--- src/design/msp_pkg.sv ---
// Shared types and constants for the motor status packet receiver.
// Used by msp_front, msp_back and the top level; no dependencies.
package msp_pkg;

    localparam int PACKET_DEPTH = 32;
    localparam int DATA_LIMIT   = 23;

    localparam int WIDX_W = $clog2(PACKET_DEPTH + 1);
    localparam int DCNT_W = $clog2(DATA_LIMIT + 1);

    localparam logic [7:0] HDR_A         = 8'd183;
    localparam logic [7:0] HDR_B         = 8'd184;
    localparam logic [7:0] ID_ONE        = 8'd1;
    localparam logic [7:0] ID_TWO        = 8'd2;
    localparam logic [7:0] MAIN_DATA_PID = 8'd193;

    // configuration register indexes
    localparam logic [1:0] CFG_MOTOR_A_ID = 2'd0;
    localparam logic [1:0] CFG_MOTOR_B_ID = 2'd1;
    localparam logic [1:0] CFG_ERR_LIMIT  = 2'd2;

    localparam logic [7:0] RST_MOTOR_A_ID = 8'd1;
    localparam logic [7:0] RST_MOTOR_B_ID = 8'd2;
    localparam logic [3:0] RST_ERR_LIMIT  = 4'd10;

    // only these packet bytes are ever read back
    localparam int STORE_SLOTS = 8;
    localparam int SLOT_ID     = 0;
    localparam int SLOT_PID    = 1;
    localparam int SLOT_RPM0   = 2;
    localparam int SLOT_RPM1   = 3;
    localparam int SLOT_POS0   = 4;
    localparam int SLOT_POS1   = 5;
    localparam int SLOT_POS2   = 6;
    localparam int SLOT_POS3   = 7;

    typedef logic [WIDX_W-1:0] t_widx;

    localparam t_widx STORE_MAP [STORE_SLOTS] = '{
        t_widx'(2), t_widx'(3), t_widx'(5), t_widx'(6),
        t_widx'(15), t_widx'(16), t_widx'(17), t_widx'(18)
    };

    typedef enum logic [2:0] {
        ST_BUSY      = 3'd0,
        ST_OK        = 3'd1,
        ST_HDR_ERR   = 3'd2,
        ST_ID_ERR    = 3'd3,
        ST_CSUM_ERR  = 3'd4,
        ST_TOO_LONG  = 3'd5,
        ST_ERR_LIMIT = 3'd6
    } t_status;

    typedef enum logic [5:0] {
        PH_HDR  = 6'b000001,
        PH_ID   = 6'b000010,
        PH_PID  = 6'b000100,
        PH_LEN  = 6'b001000,
        PH_DATA = 6'b010000,
        PH_CSUM = 6'b100000
    } t_phase;

    // classified byte handed from front to back
    typedef struct packed {
        logic       is_hdr;
        logic       is_id;
        logic [7:0] data;
    } t_cls;

endpackage

--- src/design/msp_front.sv ---
// Front end: accepts received bytes, tags header and id bytes, and holds
// them in a two-entry queue for the back end. Depends on msp_pkg.
module msp_front
    import msp_pkg::*;
(
    input  logic       i_clk,
    input  logic       i_rst_n,
    input  logic       i_in_valid,
    input  logic [7:0] i_rx_byte,
    output logic       o_in_stall,
    output logic       o_q_valid,
    output t_cls       o_q_head,
    input  logic       i_q_pop
);

    t_cls       r_q [2];
    logic       r_wr_ptr, n_wr_ptr;
    logic       r_rd_ptr, n_rd_ptr;
    logic [1:0] r_count, n_count;
    logic       push;
    t_cls       cls;

    always_comb begin
        cls.data   = i_rx_byte;
        cls.is_hdr = (i_rx_byte == HDR_A) || (i_rx_byte == HDR_B);
        cls.is_id  = (i_rx_byte == ID_ONE) || (i_rx_byte == ID_TWO);
    end

    assign o_in_stall = (r_count == 2'd2);
    assign push       = i_in_valid && !o_in_stall;
    assign o_q_valid  = (r_count != 2'd0);
    assign o_q_head   = r_q[r_rd_ptr];

    always_comb begin
        n_wr_ptr = r_wr_ptr ^ push;
        n_rd_ptr = r_rd_ptr ^ i_q_pop;
        n_count  = r_count + {1'b0, push} - {1'b0, i_q_pop};
    end

    always_ff @(posedge i_clk) begin
        if (!i_rst_n) begin
            r_wr_ptr <= 1'b0;
            r_rd_ptr <= 1'b0;
            r_count  <= 2'd0;
        end else begin
            r_wr_ptr <= n_wr_ptr;
            r_rd_ptr <= n_rd_ptr;
            r_count  <= n_count;
        end
    end

    always_ff @(posedge i_clk) begin
        if (push) begin
            r_q[r_wr_ptr] <= cls;
        end
    end

endmodule

--- src/design/msp_back.sv ---
// Back end: deframing state machine, checksum, error run counter, packet
// byte store, configuration registers and the result register. Uses msp_pkg.
module msp_back
    import msp_pkg::*;
(
    input  logic               i_clk,
    input  logic               i_rst_n,
    input  logic               i_cfg_we,
    input  logic [1:0]         i_cfg_index,
    input  logic [7:0]         i_cfg_data,
    input  logic               i_q_valid,
    input  t_cls               i_q_head,
    output logic               o_q_pop,
    output logic               o_out_valid,
    input  logic               i_out_stall,
    output logic [2:0]         o_status,
    output logic               o_motor_update,
    output logic               o_motor_index,
    output logic [7:0]         o_packet_kind,
    output logic signed [15:0] o_speed_rpm,
    output logic signed [31:0] o_position
);

    logic [7:0] r_motor_a_id;
    logic [7:0] r_motor_b_id;
    logic [3:0] r_err_limit;

    t_phase            r_phase, n_phase;
    logic              r_hdr_cnt, n_hdr_cnt;
    logic [7:0]        r_sum, n_sum;
    logic [7:0]        r_exp_len, n_exp_len;
    logic [DCNT_W-1:0] r_dcnt, n_dcnt;
    logic [3:0]        r_err_run, n_err_run;
    t_widx             r_widx, n_widx;
    logic [7:0]        r_store [STORE_SLOTS];
    logic [7:0]        n_store [STORE_SLOTS];

    logic        r_out_valid;
    t_status     r_status, n_status;
    logic        r_upd, n_upd;
    logic        r_midx, n_midx;
    logic [7:0]  r_kind, n_kind;
    logic [15:0] r_rpm, n_rpm;
    logic [31:0] r_pos, n_pos;

    logic [7:0]        b;
    logic              take;
    logic              restart;
    logic              err;
    logic              err_limit_hit;
    logic [3:0]        err_inc;
    logic [3:0]        lim;
    logic [7:0]        sum_add;
    logic [DCNT_W-1:0] dcnt_inc;
    logic [7:0]        v_byte [STORE_SLOTS];

    assign o_q_pop = i_q_valid && (!r_out_valid || !i_out_stall);
    assign b       = i_q_head.data;

    assign err_inc = r_err_run + 4'd1;
    assign lim     = (r_err_limit == 4'd0) ? 4'd1 : r_err_limit;
    assign sum_add = r_sum + b;
    assign dcnt_inc = r_dcnt + DCNT_W'(1);

    // store slots with the current byte bypassed in, for the checksum beat
    always_comb begin
        for (int k = 0; k < STORE_SLOTS; k++) begin
            v_byte[k] = (take && r_widx == STORE_MAP[k]) ? b : r_store[k];
        end
    end

    always_comb begin
        n_phase   = r_phase;
        n_hdr_cnt = r_hdr_cnt;
        n_exp_len = r_exp_len;
        n_dcnt    = r_dcnt;
        n_err_run = r_err_run;
        n_status  = ST_BUSY;
        n_upd     = 1'b0;
        n_midx    = 1'b0;
        n_kind    = 8'd0;
        n_rpm     = 16'd0;
        n_pos     = 32'd0;
        take      = 1'b0;
        restart   = 1'b0;
        err       = 1'b0;

        unique case (r_phase)
            PH_HDR: begin
                if (i_q_head.is_hdr) begin
                    take      = 1'b1;
                    n_err_run = 4'd0;
                    n_hdr_cnt = ~r_hdr_cnt;
                    if (r_hdr_cnt) begin
                        n_phase = PH_ID;
                    end
                end else begin
                    err      = 1'b1;
                    n_status = ST_HDR_ERR;
                end
            end
            PH_ID: begin
                if (i_q_head.is_id) begin
                    take      = 1'b1;
                    n_err_run = 4'd0;
                    n_phase   = PH_PID;
                end else begin
                    err      = 1'b1;
                    n_status = ST_ID_ERR;
                end
            end
            PH_PID: begin
                take    = 1'b1;
                n_phase = PH_LEN;
            end
            PH_LEN: begin
                take      = 1'b1;
                n_exp_len = b;
                n_dcnt    = '0;
                n_phase   = PH_DATA;
            end
            PH_DATA: begin
                take   = 1'b1;
                n_dcnt = dcnt_inc;
                if (32'(dcnt_inc) >= 32'(DATA_LIMIT)) begin
                    n_status = ST_TOO_LONG;
                    restart  = 1'b1;
                end else if ({{(8 - DCNT_W){1'b0}}, dcnt_inc} >= r_exp_len) begin
                    n_phase = PH_CSUM;
                end
            end
            PH_CSUM: begin
                take    = 1'b1;
                restart = 1'b1;
                n_kind  = v_byte[SLOT_PID];
                if (sum_add == 8'd0) begin
                    n_status = ST_OK;
                    if (v_byte[SLOT_PID] == MAIN_DATA_PID) begin
                        n_rpm = {v_byte[SLOT_RPM1], v_byte[SLOT_RPM0]};
                        n_pos = {v_byte[SLOT_POS3], v_byte[SLOT_POS2],
                                 v_byte[SLOT_POS1], v_byte[SLOT_POS0]};
                        if (v_byte[SLOT_ID] == r_motor_a_id) begin
                            n_upd = 1'b1;
                        end else if (v_byte[SLOT_ID] == r_motor_b_id) begin
                            n_upd  = 1'b1;
                            n_midx = 1'b1;
                        end
                    end
                end else begin
                    n_status = ST_CSUM_ERR;
                end
            end
            default: begin
                restart = 1'b1;
            end
        endcase

        err_limit_hit = err && (err_inc >= lim);
        if (err) begin
            restart   = 1'b1;
            n_err_run = err_limit_hit ? 4'd0 : err_inc;
            if (err_limit_hit) begin
                n_status = ST_ERR_LIMIT;
            end
        end

        n_sum  = take ? sum_add : r_sum;
        n_widx = r_widx;
        if (take && 32'(r_widx) < PACKET_DEPTH) begin
            n_widx = r_widx + t_widx'(1);
        end
        for (int k = 0; k < STORE_SLOTS; k++) begin
            n_store[k] = err_limit_hit ? 8'd0 : v_byte[k];
        end

        if (restart) begin
            n_phase   = PH_HDR;
            n_hdr_cnt = 1'b0;
            n_sum     = 8'd0;
            n_exp_len = 8'd0;
            n_dcnt    = '0;
            n_widx    = '0;
        end
    end

    always_ff @(posedge i_clk) begin
        if (!i_rst_n) begin
            r_motor_a_id <= RST_MOTOR_A_ID;
            r_motor_b_id <= RST_MOTOR_B_ID;
            r_err_limit  <= RST_ERR_LIMIT;
        end else if (i_cfg_we) begin
            unique case (i_cfg_index)
                CFG_MOTOR_A_ID: r_motor_a_id <= i_cfg_data;
                CFG_MOTOR_B_ID: r_motor_b_id <= i_cfg_data;
                CFG_ERR_LIMIT:  r_err_limit  <= i_cfg_data[3:0];
                default: ;
            endcase
        end
    end

    always_ff @(posedge i_clk) begin
        if (!i_rst_n) begin
            r_phase   <= PH_HDR;
            r_hdr_cnt <= 1'b0;
            r_sum     <= 8'd0;
            r_exp_len <= 8'd0;
            r_dcnt    <= '0;
            r_err_run <= 4'd0;
            r_widx    <= '0;
            for (int k = 0; k < STORE_SLOTS; k++) begin
                r_store[k] <= 8'd0;
            end
        end else if (o_q_pop) begin
            r_phase   <= n_phase;
            r_hdr_cnt <= n_hdr_cnt;
            r_sum     <= n_sum;
            r_exp_len <= n_exp_len;
            r_dcnt    <= n_dcnt;
            r_err_run <= n_err_run;
            r_widx    <= n_widx;
            for (int k = 0; k < STORE_SLOTS; k++) begin
                r_store[k] <= n_store[k];
            end
        end
    end

    always_ff @(posedge i_clk) begin
        if (!i_rst_n) begin
            r_out_valid <= 1'b0;
        end else if (o_q_pop) begin
            r_out_valid <= 1'b1;
        end else if (!i_out_stall) begin
            r_out_valid <= 1'b0;
        end
    end

    always_ff @(posedge i_clk) begin
        if (o_q_pop) begin
            r_status <= n_status;
            r_upd    <= n_upd;
            r_midx   <= n_midx;
            r_kind   <= n_kind;
            r_rpm    <= n_rpm;
            r_pos    <= n_pos;
        end
    end

    assign o_out_valid    = r_out_valid;
    assign o_status       = r_status;
    assign o_motor_update = r_upd;
    assign o_motor_index  = r_midx;
    assign o_packet_kind  = r_kind;
    assign o_speed_rpm    = $signed(r_rpm);
    assign o_position     = $signed(r_pos);

endmodule

--- src/design/motor_status_packet_receiver.sv ---
// Motor status packet receiver: top level joining the byte front end, the
// queue it holds and the deframing back end. Depends on msp_pkg, msp_front, msp_back.
//
// Input channel: one received byte per beat on i_rx_byte, i_in_valid / o_in_stall.
// Output channel: exactly one result beat per input byte on o_out_valid /
// i_out_stall, carrying status (0 while a packet is still in progress),
// motor update flag and index, packet id, rpm and position.
// Configuration: i_cfg_we writes i_cfg_data into register i_cfg_index
// (0 motor A id, 1 motor B id, 2 error limit); other indexes are ignored.
// Write only while no byte is in flight.
// An accepted byte is written into the queue, and its result is registered in the
// result register when the back end takes it. Throughput: one byte per cycle while i_out_stall is low.
// A two-entry queue separates the front from the back end, and lets the next
// bytes be taken while a result is still waiting in the result register.
// When the receiver stalls, the result holds, the queue fills and
// o_in_stall rises once both entries are in use.
// Reset (i_rst_n low, synchronous) empties the queue, drops any waiting result,
// returns to header search, clears the packet store and restores defaults.
module motor_status_packet_receiver
    import msp_pkg::*;
(
    input  logic               i_clk,
    input  logic               i_rst_n,
    input  logic               i_cfg_we,
    input  logic [1:0]         i_cfg_index,
    input  logic [7:0]         i_cfg_data,
    input  logic               i_in_valid,
    output logic               o_in_stall,
    input  logic [7:0]         i_rx_byte,
    output logic               o_out_valid,
    input  logic               i_out_stall,
    output logic [2:0]         o_status,
    output logic               o_motor_update,
    output logic               o_motor_index,
    output logic [7:0]         o_packet_kind,
    output logic signed [15:0] o_speed_rpm,
    output logic signed [31:0] o_position
);

    logic q_valid;
    logic q_pop;
    t_cls q_head;

    msp_front u_front (
        .i_clk      (i_clk),
        .i_rst_n    (i_rst_n),
        .i_in_valid (i_in_valid),
        .i_rx_byte  (i_rx_byte),
        .o_in_stall (o_in_stall),
        .o_q_valid  (q_valid),
        .o_q_head   (q_head),
        .i_q_pop    (q_pop)
    );

    msp_back u_back (
        .i_clk          (i_clk),
        .i_rst_n        (i_rst_n),
        .i_cfg_we       (i_cfg_we),
        .i_cfg_index    (i_cfg_index),
        .i_cfg_data     (i_cfg_data),
        .i_q_valid      (q_valid),
        .i_q_head       (q_head),
        .o_q_pop        (q_pop),
        .o_out_valid    (o_out_valid),
        .i_out_stall    (i_out_stall),
        .o_status       (o_status),
        .o_motor_update (o_motor_update),
        .o_motor_index  (o_motor_index),
        .o_packet_kind  (o_packet_kind),
        .o_speed_rpm    (o_speed_rpm),
        .o_position     (o_position)
    );

endmodule

--- config.mk ---
export PLATFORM = sky130hd
export DESIGN_NAME = motor_status_packet_receiver
export DESIGN_NICKNAME = d
export VERILOG_FILES = /design/src/design/msp_pkg.sv /design/src/design/msp_front.sv /design/src/design/msp_back.sv /design/src/design/motor_status_packet_receiver.sv
export SDC_FILE = /design/constraint.sdc
export NUM_CORES = 1
export LEC_CHECK = 0
export ABC_AREA = 1
export BUFFER_PORTS_ARGS = -buffer_cell sky130_fd_sc_hd__buf_4
export CORE_UTILIZATION = 40
export CTS_CLUSTER_SIZE = 20
export DETAILED_ROUTE_END_ITERATION = 10
export PLACE_DENSITY = 0.56
export SLEW_MARGIN = 10
export SYNTH_ARGS = -nofsm -noshare
export SYNTH_HDL_FRONTEND = slang
export SYNTH_SLANG_ARGS = --single-unit
--- constraint.sdc ---
create_clock -name i_clk -period 3.75 [get_ports i_clk]
set_clock_uncertainty 0.05 [all_clocks]
set_input_delay 0.9375 -clock i_clk [delete_from_list [all_inputs] [get_ports i_clk]]
set_output_delay 0.9375 -clock i_clk [all_outputs]
set_load 0.005 [all_outputs]
==> impl_metrics.sql <==
INSERT INTO impl_metrics (metric_group, metric, value, unit) VALUES
('floorplanning', 'die_width', '159', 'um'),
('run', 'maxcap_viol_count', '0', ''),
('route', 'routed_via_density', '4.86', ''),
('layout', 'fin_area', '11600', 'sq um'),
('critical_path', 'worst-endpoint-required', '3.94', 'ns'),
('cts', 'numCtsBuffers', '23', ''),
('cts', 'htree_levels', '1', ''),
('layout', 'utilization', '0.479', ''),
('route', 'postRouteAntennaNets', '0', ''),
('critical_path', 'ordered_list_of_cells_on_the_worst_path', 'nand2_1, o21ai_1, inv_1, ha_1, fa_1, nand3_1, nand2_1, nand2_1, a21oi_1, nor2_1, nand2_1, nand2_1, nor2_1, nand3_1, nor2_2, inv_4, nor2_1', ''),
('synthesis', 'synth_sequential_area_ratio', '0.572', ''),
('floorplanning', 'floorplan.initialDensity', '0.406', ''),
('route', 'drt_drc_violations_left', '0', ''),
('critical_path', 'worst_path_dominant_cell_family', 'simple AND/OR/NAND/NOR gates', ''),
('synthesis', 'synth_cells', '1084', ''),
('cts', 'tritoncts_clock_tree', 'yes', ''),
('place', 'postPlaceCellArea', '10900', 'sq um'),
('critical_path', 'cp_max_fo', '48', ''),
('synthesis', 'yosys_register_bits', '209', ''),
('sta', 'rsz0062_at_grt', 'false', ''),
('critical_path', 'startpoint_type', 'register', ''),
('sta', 'final-hold-violation-count', '0', ''),
('critical_path', 'cp_slowest_cell', 'dfxtp_1', ''),
('run_status', 'run_status', 'finished clean', ''),
('floorplanning', 'std_cell_rows', '57', ''),
('floorplanning', 'top_level_ports', '86', ''),
('sta', 'max_slew.worst_pin.slew', '0.637', 'ns'),
('power', 'total_power', '8.60', 'mW'),
('layout', 'area_occupied_by_multi_input_gates', '3550', 'sq um'),
('floorplanning', 'die_height', '159', 'um'),
('critical_path', 'critPathMostFrequentCell', 'nand2_1', ''),
('synthesis', 'async_reset_ff_frac', '0', ''),
('layout', 'proportion_of_layout_cells_with_a_drive_suffix_above_1', '0.149', ''),
('floorplanning', 'fp.dieArea', '25300', 'sq um'),
('layout', 'most-common-layout-cells', 'nor2_1, nand2_1, edfxtp_1, inv_1, buf_4', ''),
('cts', 'clk_pin_slew_worst_paths', '0.06', 'ns'),
('min_path', 'hold_class', 'reg2reg', ''),
('grt', 'antenna_found_initial', '0', ''),
('sta', 'timing.fmax', '0.307', 'GHz'),
('synthesis', 'area_of_the_mapped_netlist', '9850', 'sq um'),
('route', 'firstDrtPassIters', '5', ''),
('synthesis', 'yosys.cell_types.count', '39', ''),
('route', 'drt_wirelength', '23200', 'um'),
('synthesis', 'synth_enable_flop_cells', '145', ''),
('cts', 'clk_latency', '0.52', 'ns'),
('cts', 'clock_tree.root_cell', 'clkbuf_16', ''),
('critical_path', 'timing.critical_path.slowest_cell_delay', '0.48', 'ns'),
('sta', 'slew_headroom', '0.576', ''),
('layout', 'final-seq-area', '5640', 'sq um'),
('layout', 'fin_cells', '1522', ''),
('layout', 'mostFrequentLayoutCell', 'nor2_1', ''),
('synthesis', 'synthesized_netlist_net_count', '1135', ''),
('route', 'num_vias', '7391', ''),
('grt', 'first_global_vias', '7047', ''),
('cts', 'cts_post_setup_buffers_inserted', '0', ''),
('synthesis', 'yosysWarnings', '0', ''),
('place', 'gp_congestion', '0.864', ''),
('grt', 'globalRoute.totalOverflow', '0', ''),
('synthesis', 'avgSynthCellArea', '9.09', 'sq um'),
('place', 'pre_cts_ws', '0.243', 'ns'),
('place', 'dp.cells', '1480', ''),
('cts', 'ctsLongestPathBuffers', '3', ''),
('route', 'routedWlPerCell', '15.2', 'um'),
('power', 'power.density_cell_area', '740', 'nW/um^2'),
('critical_path', 'timing.critical_path.buf_inv', '2', ''),
('floorplanning', 'fp.coreArea', '24200', 'sq um'),
('cts', 'clkSinkCount', '209', ''),
('power', 'vdd.ir_drop.worst', '0.394', 'mV'),
('critical_path', 'worstPathArrival', '3.44', 'ns'),
('sta', 'time_the_final_worst_path_needs_with_i_o_delays_and_setup', '3.25', 'ns'),
('grt', 'grt_first_pass_wirelength', '37000', 'um');
report_power, final:
part,internal (mW),switching (mW)
sequential,3.27,0.243
combinational,0.951,1.87
clock,1.34,0.926
sequential cells by signal, summed over array words and instances (netlist names), 5 cells and up, named ones only:
name,count
u_back.r_store,64
u_back.o_position,32
u_front.r_q,20
u_back.o_speed_rpm,16
u_back.o_packet_kind,8
u_back.r_exp_len,8
u_back.r_motor_a_id,8
u_back.r_motor_b_id,8
u_back.r_sum,8
u_back.r_phase,6
u_back.r_widx,6
u_back.r_dcnt,5
kinds of logic (layout without fill, tap and decap cells):
logic type	count (synthesis)	count (layout)	share of synthesized area
flip-flops	209	209	0.572
AND/OR/NAND/NOR	501	501	0.221
adder cells (fa/ha/maj)	28	28	0.0363
XOR/XNOR	11	11	0.00978
buffers and inverters	163	277	0.0676
AO/OA/AOI/OAI	172	172	0.0935
worst min-delay path, cell delays in order, from the launching register on:
cell,delay (ns)
dfxtp_1,0.29
inv_1,0.07
a21oi_1,0.06
Yosys cell counts (2+ instances only):
| library cell | number | area, sq um |
|---|---|---|
| nand2_1 | 165 | 619 |
| clkinv_1 | 2 | 7.51 |
| ha_1 | 27 | 338 |
| o211ai_1 | 2 | 15.0 |
| nor3b_1 | 2 | 15.0 |
| clkbuf_1 | 15 | 56.3 |
| xnor2_1 | 3 | 26.3 |
| o21a_1 | 3 | 22.5 |
| nor2_2 | 25 | 156 |
| nand4_1 | 7 | 43.8 |
| nor2_4 | 2 | 22.5 |
| xor2_1 | 8 | 70.1 |
| a21oi_1 | 89 | 445 |
| o21ai_0 | 62 | 310 |
| inv_1 | 128 | 480 |
| nor3_1 | 15 | 75.1 |
| edfxtp_1 | 145 | 4350 |
| o21ai_2 | 6 | 52.6 |
| buf_6 | 5 | 56.3 |
| nand3b_1 | 9 | 67.6 |
| o21ai_1 | 4 | 20.0 |
| a211oi_1 | 2 | 15.0 |
| nand3_2 | 2 | 20.0 |
| nor2_1 | 182 | 683 |
| buf_2 | 10 | 50.1 |
| nand3_1 | 88 | 440 |
| dfxtp_1 | 64 | 1280 |
worst paths after layout:
kind                                                    startpoint                             endpoint  slack (ns)  cells past startpoint
worst min register to register  u_back.r_err_limit[0]$_SDFFE_PN0P_   u_back.r_err_limit[0]$_SDFFE_PN0P_        0.42                      2
worst max register to register                            register  u_back.o_position[20]$_SDFFCE_PN0P_        0.50                     17
worst max-delay path                                      register  u_back.o_position[20]$_SDFFCE_PN0P_        0.50                     17
worst min-delay path            u_back.r_err_limit[0]$_SDFFE_PN0P_   u_back.r_err_limit[0]$_SDFFE_PN0P_        0.42                      2
routing by layer:
layer / global-route usage / vias up / part of all wire
met1: 0.249 / 3412 / 0.47
met4: 0.0546 / 0 / 0.027
li1: - / 3804 / -
met2: 0.307 / 146 / 0.46
met5: 0 / - / 0
met3: 0.0253 / 29 / 0.039
timing repair:
| action | in CTS | in global routing |
|---|---|---|
| resized for setup | 0 | 2 |
| hold buffers | 0 | 0 |
| endpoints found under the setup margin | 0 | 31 |
final cells by class:
type / count / share of cell area
flip-flops and latches: 209 / 0.485
multi-input cells: 712 / 0.306
repair buffers: 104 / 0.0672
clock buffers: 28 / 0.0511
inverters: 131 / 0.0426
well taps: 324 / 0.0349
clock inverters: 14 / 0.0137
Power figures use the tool's default switching activity.
